--- src/hdl/rab_pkg.sv ---
`timescale 1ns / 1ps

package rab_pkg;

  // Configuration register indexes
  localparam logic [1:0] CFG_OPACITY  = 2'd0;
  localparam logic [1:0] CFG_DST_ALPHA = 2'd1;

  localparam int unsigned CfgIdxW  = 2;
  localparam int unsigned CfgDataW = 16;

  // Q1.15 opacity
  localparam logic [15:0] OPACITY_ONE  = 16'h8000;
  localparam logic [23:0] OPACITY_HALF = 24'h004000;
  localparam int unsigned QShift       = 15;

  // RGB565 layout
  localparam int unsigned RedLsb   = 11;
  localparam int unsigned GreenLsb = 5;
  localparam logic [7:0]  FULL_ALPHA = 8'd255;

  // Width of one channel's blended sum: 63 * 255 fits in 14 bits
  localparam int unsigned SumW  = 14;
  localparam int unsigned ChanW = 6;

  typedef enum logic [2:0] {
    MODE_COPY  = 3'b001,
    MODE_SKIP  = 3'b010,
    MODE_BLEND = 3'b100
  } rab_mode_e;

  // Stage advance strobes handed to the channel datapaths
  typedef struct packed {
    logic s2;
    logic s3;
  } rab_adv_t;

  // Exact x / 255 for x below 16320
  function automatic logic [ChanW-1:0] div255(input logic [SumW-1:0] x);
    logic [SumW:0] t;
    t = {1'b0, x} + {9'd0, x[SumW-1:8]} + {{SumW{1'b0}}, 1'b1};
    return t[SumW-1:8];
  endfunction

endpackage

--- src/hdl/rgb565_alpha_blend.sv ---
`timescale 1ns / 1ps

// Channel    Signals                              Direction
// input      in_valid_i / in_ready_o, src/dst     in
// output     out_valid_o / out_ready_i, results   out
// config     cfg_we_i, cfg_index_i, cfg_data_i    in, write only
//
// Three register stages: effective alpha, channel products, divide and
// select. One item enters every cycle unless out_ready_i stalls the pipe.
// Each stage moves on when it is empty or the stage after it moves, so
// bubbles are squeezed out and a stall loses nothing.
// Reset clears the stage valid bits and sets opacity to 1.0, no alpha plane.
module rgb565_alpha_blend import rab_pkg::*; (
  input  logic                clk_i,
  input  logic                rst_ni,
  input  logic                cfg_we_i,
  input  logic [CfgIdxW-1:0]  cfg_index_i,
  input  logic [CfgDataW-1:0] cfg_data_i,
  input  logic                in_valid_i,
  output logic                in_ready_o,
  input  logic [15:0]         src_pixel_i,
  input  logic [7:0]          src_alpha_i,
  input  logic [15:0]         dst_pixel_i,
  output logic                out_valid_o,
  input  logic                out_ready_i,
  output logic [15:0]         out_pixel_o,
  output logic                pixel_write_o,
  output logic [7:0]          out_alpha_o,
  output logic                alpha_write_o
);

  logic [15:0] opacity_q;
  logic        dst_alpha_q;

  logic        v1_q, v2_q, v3_q;
  logic        en1, en2, en3;
  rab_adv_t    adv;

  logic [15:0] op_sat;
  logic [23:0] sa_sum;
  rab_mode_e   mode_d;

  logic [15:0] src1_q, dst1_q;
  logic [7:0]  sa1_q;
  rab_mode_e   mode1_q;
  logic        dha1_q;

  logic [15:0] src2_q, dst2_q;
  logic [7:0]  sa2_q;
  rab_mode_e   mode2_q;
  logic        dha2_q;

  logic [SumW-1:0] r_sum, g_sum, b_sum;
  logic [ChanW-1:0] r_q6, g_q6, b_q6;
  logic [15:0] blend_px;

  logic [15:0] pix_d, pix_q;
  logic        pwr_d, pwr_q;
  logic [7:0]  oal_d, oal_q;
  logic        awr_d, awr_q;

  // Configuration registers; drop writes to spare indexes
  always_ff @(posedge clk_i or negedge rst_ni) begin
    if (!rst_ni) begin
      opacity_q   <= OPACITY_ONE;
      dst_alpha_q <= 1'b0;
    end else if (cfg_we_i) begin
      unique case (cfg_index_i)
        CFG_OPACITY: begin
          opacity_q <= cfg_data_i;
        end
        CFG_DST_ALPHA: begin
          dst_alpha_q <= cfg_data_i[0];
        end
        default: begin
        end
      endcase
    end
  end

  // Advance a stage when it is empty or the next one advances
  assign en3        = !v3_q || out_ready_i;
  assign en2        = !v2_q || en3;
  assign en1        = !v1_q || en2;
  assign in_ready_o = en1;
  assign adv.s2     = en2;
  assign adv.s3     = en3;

  always_ff @(posedge clk_i or negedge rst_ni) begin
    if (!rst_ni) begin
      v1_q <= 1'b0;
      v2_q <= 1'b0;
      v3_q <= 1'b0;
    end else begin
      if (en1) v1_q <= in_valid_i;
      if (en2) v2_q <= v1_q;
      if (en3) v3_q <= v2_q;
    end
  end

  // Stage 1: saturate opacity, scale alpha with rounding, pick the mode
  assign op_sat = (opacity_q > OPACITY_ONE) ? OPACITY_ONE : opacity_q;
  assign sa_sum = src_alpha_i * op_sat + OPACITY_HALF;

  always_comb begin
    if (op_sat == 16'd0) begin
      mode_d = MODE_COPY;
    end else if (sa_sum[QShift+7:QShift] == 8'd0) begin
      mode_d = MODE_SKIP;
    end else begin
      mode_d = MODE_BLEND;
    end
  end

  always_ff @(posedge clk_i) begin
    if (en1) begin
      src1_q  <= src_pixel_i;
      dst1_q  <= dst_pixel_i;
      sa1_q   <= sa_sum[QShift+7:QShift];
      mode1_q <= mode_d;
      dha1_q  <= dst_alpha_q;
    end
  end

  // Stage 2: weighted channel sums, carry the item alongside
  rab_chan_mul u_red (
    .clk_i (clk_i),
    .en_i  (adv.s2),
    .src_i ({1'b0, src1_q[15:RedLsb]}),
    .dst_i ({1'b0, dst1_q[15:RedLsb]}),
    .sa_i  (sa1_q),
    .sum_o (r_sum)
  );

  rab_chan_mul u_green (
    .clk_i (clk_i),
    .en_i  (adv.s2),
    .src_i (src1_q[RedLsb-1:GreenLsb]),
    .dst_i (dst1_q[RedLsb-1:GreenLsb]),
    .sa_i  (sa1_q),
    .sum_o (g_sum)
  );

  rab_chan_mul u_blue (
    .clk_i (clk_i),
    .en_i  (adv.s2),
    .src_i ({1'b0, src1_q[GreenLsb-1:0]}),
    .dst_i ({1'b0, dst1_q[GreenLsb-1:0]}),
    .sa_i  (sa1_q),
    .sum_o (b_sum)
  );

  always_ff @(posedge clk_i) begin
    if (adv.s2) begin
      src2_q  <= src1_q;
      dst2_q  <= dst1_q;
      sa2_q   <= sa1_q;
      mode2_q <= mode1_q;
      dha2_q  <= dha1_q;
    end
  end

  // Stage 3: divide by 255, repack and select the result
  assign r_q6     = div255(r_sum);
  assign g_q6     = div255(g_sum);
  assign b_q6     = div255(b_sum);
  assign blend_px = {r_q6[4:0], g_q6, b_q6[4:0]};

  always_comb begin
    unique case (mode2_q)
      MODE_COPY: begin
        pix_d = src2_q;
        pwr_d = 1'b1;
        oal_d = 8'd0;
        awr_d = 1'b0;
      end
      MODE_SKIP: begin
        pix_d = dst2_q;
        pwr_d = 1'b0;
        oal_d = 8'd0;
        awr_d = 1'b0;
      end
      MODE_BLEND: begin
        pix_d = blend_px;
        pwr_d = 1'b1;
        oal_d = sa2_q;
        awr_d = dha2_q;
      end
      default: begin
        pix_d = dst2_q;
        pwr_d = 1'b0;
        oal_d = 8'd0;
        awr_d = 1'b0;
      end
    endcase
  end

  // Output register: hold the item until taken
  always_ff @(posedge clk_i) begin
    if (adv.s3) begin
      pix_q <= pix_d;
      pwr_q <= pwr_d;
      oal_q <= oal_d;
      awr_q <= awr_d;
    end
  end

  assign out_valid_o   = v3_q;
  assign out_pixel_o   = pix_q;
  assign pixel_write_o = pwr_q;
  assign out_alpha_o   = oal_q;
  assign alpha_write_o = awr_q;

endmodule

--- src/hdl/rab_chan_mul.sv ---
`timescale 1ns / 1ps

module rab_chan_mul import rab_pkg::*; (
  input  logic             clk_i,
  input  logic             en_i,
  input  logic [ChanW-1:0] src_i,
  input  logic [ChanW-1:0] dst_i,
  input  logic [7:0]       sa_i,
  output logic [SumW-1:0]  sum_o
);

  logic [7:0]      nsa;
  logic [13:0]     src_prod;
  logic [13:0]     dst_prod;
  logic [SumW-1:0] sum_d;
  logic [SumW-1:0] sum_q;

  // Weight source by sa and destination by its complement
  assign nsa      = FULL_ALPHA - sa_i;
  assign src_prod = src_i * sa_i;
  assign dst_prod = dst_i * nsa;
  assign sum_d    = src_prod + dst_prod;

  // Hold the weighted sum while the stage stalls
  always_ff @(posedge clk_i) begin
    if (en_i) begin
      sum_q <= sum_d;
    end
  end

  assign sum_o = sum_q;

endmodule
--- config.mk ---
export PLATFORM = sky130hd
export DESIGN_NAME = rgb565_alpha_blend
export DESIGN_NICKNAME = d
export VERILOG_FILES = /design/src/hdl/rab_pkg.sv /design/src/hdl/rgb565_alpha_blend.sv /design/src/hdl/rab_chan_mul.sv
export SDC_FILE = /design/constraint.sdc
export NUM_CORES = 1
export LEC_CHECK = 0
export ABC_CLOCK_PERIOD_IN_PS = 13730
export BUFFER_PORTS_ARGS = -buffer_cell sky130_fd_sc_hd__buf_4
export CAP_MARGIN = 15
export CORE_MARGIN = 2
export CORE_UTILIZATION = 48
export DETAILED_ROUTE_END_ITERATION = 8
export PLACE_DENSITY = 0.67
export SLEW_MARGIN = 15
export SYNTH_ARGS = -nofsm -noshare
export SYNTH_HDL_FRONTEND = slang
export SYNTH_SLANG_ARGS = --single-unit
--- constraint.sdc ---
create_clock -name clk_i -period 13.73 [get_ports clk_i]
set_input_delay 2.0595 -clock clk_i [delete_from_list [all_inputs] [get_ports clk_i]]
set_output_delay 2.0595 -clock clk_i [all_outputs]
set_load 0.02 [all_outputs]
==> results.yml <==
timing:
  hold_violations: 0
  final.setup.tns_ps: 0
  setup_viol: 0
  skew_ps: 10.1
  rsz0062_at_grt: "no"
  slew_headroom_pct: 38.9
  slew_violations: 0
  worstMarginPinSlew_ps: 915
  min_period_ps: 7280
  final.setup.worst_slack_ps: 6450
  fmax_mhz: 137
  fin_crit_sh_pct: 53.0
clock_network:
  path_clk_slew_ps: 70
  numCtsBuffers: 17
  clockBufferDepth: 2
  root_buffer: "clkbuf_16"
  ctsHoldBuffers: 0
  ctsResizeCount: 0
  cts_tree: "yes"
  htree_num_levels: 4
  clk-insertion-delay-late_ps: 480
  cts.sinks: 176
  post-cts-setup-buffers: 0
logic_synthesis:
  synth.area.mux_share_pct: 1.34
  async_flop_share_pct: 11.4
  yosys.cell_types.count: 60
  synth_compound_area_share_pct: 6.72
  synth-seq-cells: 176
  synth_cells: 1838
  synth_edf_count: 156
  ys_warn_count: 0
  synth_ff_type: "edfxtp_1"
  synthXorXnorAreaFrac_pct: 4.23
  synthSimpleGateAreaFrac_pct: 15.9
  syn_area_um2: 19000
  yosysSeqAreaShare_pct: 27.2
  synthAdderAreaFrac_pct: 37.5
  syn_area_per_cell_um2: 10.4
  synth_top_family_by_area: "adder cells"
setup_path:
  cp-start-kind: "input pin"
  cp-end-kind: "flop"
  crit_path_max_fanout: 11
  arrival_ps: 7500
  reg2reg_depth: 20
  worstPathRequired_ps: 13940
  path_class: "in2reg"
die:
  die_h_um: 203
  rows: 72
  ios: 91
  core_um2: 38900
  die_area_um2: 41300
  start_util_pct: 48.9
  die_x_um: 203
grt:
  grt_start_max_net_pins: 51
  gr-usage-met1_pct: 26.8
  top_usage_layer: "met2"
  grtUsageMet3_pct: 2.86
  antenna_found_initial: 0
  grt_pass1_vias: 13600
  grt_pass1_wl_um: 68000
  grt_usage_pct: 21.2
  use_met2_pct: 36.7
  grt-ovfl-total: 0
placement:
  port_buffers: 90
  gp_congestion: 0.858
  place.detailed.hpwl_um: 31100
  dp_slack_ps: 6010
detailed_routing:
  ant_nets: 0
  wire_per_inst_um: 16.5
  first_iter_violations: 619
  drt-pass1-iter-count: 5
  post-route-drc-count: 0
  vias: 12700
  routed_wl_um: 40300
  via_per_inst: 5.20
finish:
  n_antenna_cell: 0
  area_growth_syn_to_layout_pct: 9.55
  fin_nets: 2418
  layout-drive-gt1-share_pct: 8.86
  fill_cells: 3503
hold_path:
  hp-class: "reg2reg"
  hold_path_depth: 0
flow_run:
  max-cap-violations: 0
status:
  outcome: "finished, final reports clean"
-- layer usage --
metal,routed length [µm],part of all wire (%),vias up
met2,20100,50,219
li1,-,-,6085
met1,17800,44,6381
met4,1150,2.9,0
met5,0,0,-
met3,1260,3.1,51
-- cell families after synthesis --
kind of cell,count (synthesis)
other cells,2
flops,176
mux,23
compound gates,203
buf+inv,353
xor+xnor,92
fa+ha+maj,437
simple gates,552
-- critical path: stages --
cell	delay, ps
buf_4	120
nor2b_1	700
and2_1	260
fa_1	450
fa_1	500
fa_1	510
inv_1	50
fa_1	490
inv_1	50
ha_1	310
a21o_1	200
a211o_1	340
a2111oi_4	410
o311ai_1	150
a22o_1	230
or3b_4	380
nor3_1	210
nor2_1	80
-- path summary, 6_finish.rpt --
path                                     start            end  slack (ps)
worst min-delay path                mode1_q[0]     mode2_q[0]         430
min in group asynchronous               rst_ni   opacity_q[0]        1440
worst max-delay path            src_alpha_i[3]     mode1_q[2]        6450
worst min register to register      mode1_q[0]     mode2_q[0]         430
max in group asynchronous               rst_ni  opacity_q[15]       12020
worst max register to register   opacity_q[10]     mode1_q[2]        6830
-- sequential cells by signal, summed over array words and instances (netlist names) --
signal / cells
sa2_q: 8
v1_q: 1
mode2_q: 3
out_alpha_o: 8
dha2_q: 1
dst_alpha_q: 1
dha1_q: 1
u_red.sum_o: 14
src1_q: 16
dst1_q: 16
out_valid_o: 1
src2_q: 16
out_pixel_o: 16
v2_q: 1
pixel_write_o: 1
alpha_write_o: 1
u_green.sum_o: 14
sa1_q: 8
u_blue.sum_o: 14
mode1_q: 3
dst2_q: 16
opacity_q: 16
-- layout by cell type (no fill, tap or decap), types with 4 or more instances in the layout --
cell / Yosys / final
ha_1: 213 / 213
a21oi_1: 62 / 62
inv_6: 0 / 5
nand2b_1: 67 / 67
xnor2_1: 64 / 64
clkbuf_16: 0 / 17
a31o_2: 4 / 4
edfxtp_1: 156 / 156
a21boi_0: 6 / 6
xor2_1: 28 / 28
nand3_1: 5 / 5
nand2_1: 143 / 143
dfrtp_1: 19 / 19
nor3_1: 18 / 18
mux2_2: 20 / 20
clkinv_4: 0 / 5
nor2_1: 29 / 29
fa_1: 224 / 224
nor2b_1: 90 / 90
o21a_1: 11 / 11
nand4_1: 5 / 5
inv_1: 308 / 308
and2_1: 157 / 157
buf_4: 1 / 105
a22oi_1: 17 / 17
o21ai_0: 54 / 54
a21o_1: 21 / 21
and3_1: 14 / 14
o21bai_1: 5 / 5
-- cells in the mapped netlist, drive strengths merged, types with 2 or more instances --
cell type,instances,area share [%]
clkbuf,41,0.81
mux2,20,1.2
nand2b,67,2.2
xnor2,64,2.9
inv,308,6.1
a221oi,2,0.092
nand3,5,0.13
nor2b,90,3.0
o21bai,5,0.20
nand2,143,2.8
a21o,23,0.92
and2,157,5.2
nor3b,4,0.16
conb,2,0.039
a31o,4,0.18
and3,16,0.54
buf,4,0.099
or3,3,0.099
a21oi,62,1.6
nand4,5,0.16
a31oi,3,0.099
a41oi,2,0.092
o21a,11,0.43
edfxtp,156,25
nor2,29,0.57
mux2i,3,0.16
nor3,18,0.47
nor4,4,0.16
xor2,28,1.3
a21boi,6,0.24
o211ai,2,0.079
or2,3,0.099
a22o,2,0.14
dfrtp,19,2.5
o22ai,2,0.066
fa,224,24
o21ai,54,1.4
a22oi,17,0.67
nand3b,2,0.079
o2111ai,2,0.092
ha,213,14
-- per-stage QoR --
| step | cells | utilization, % | hold slack (ps) | cell area (µm²) |
|---|---|---|---|---|
| floorplan | 1839 | - | 400 | 19000 |
| global placement | 2417 | 52.2 | 405 | 20300 |
| detailed placement | 2417 | 52.2 | 416 | 20300 |
| CTS | 2449 | 53.6 | 431 | 20900 |
| global route | 2449 | 53.6 | 439 | 20900 |
| finish | 2449 | 53.6 | 427 | 20900 |
-- final cells by class --
type,instances,area [µm²],share of cell area (%)
Clock buffer,18,429,2.06
Clock inverter,14,106,0.510
Inverter,308,1160,5.54
Multi-Input combinational cell,1310,12500,60.1
Sequential cell,176,5190,24.9
Tap cell,518,648,3.11
Timing Repair Buffer,105,788,3.78
Power is left out: the tool's default activity adds up to more than one toggle a clock period on the data nets, which glitch-free logic cannot reach.
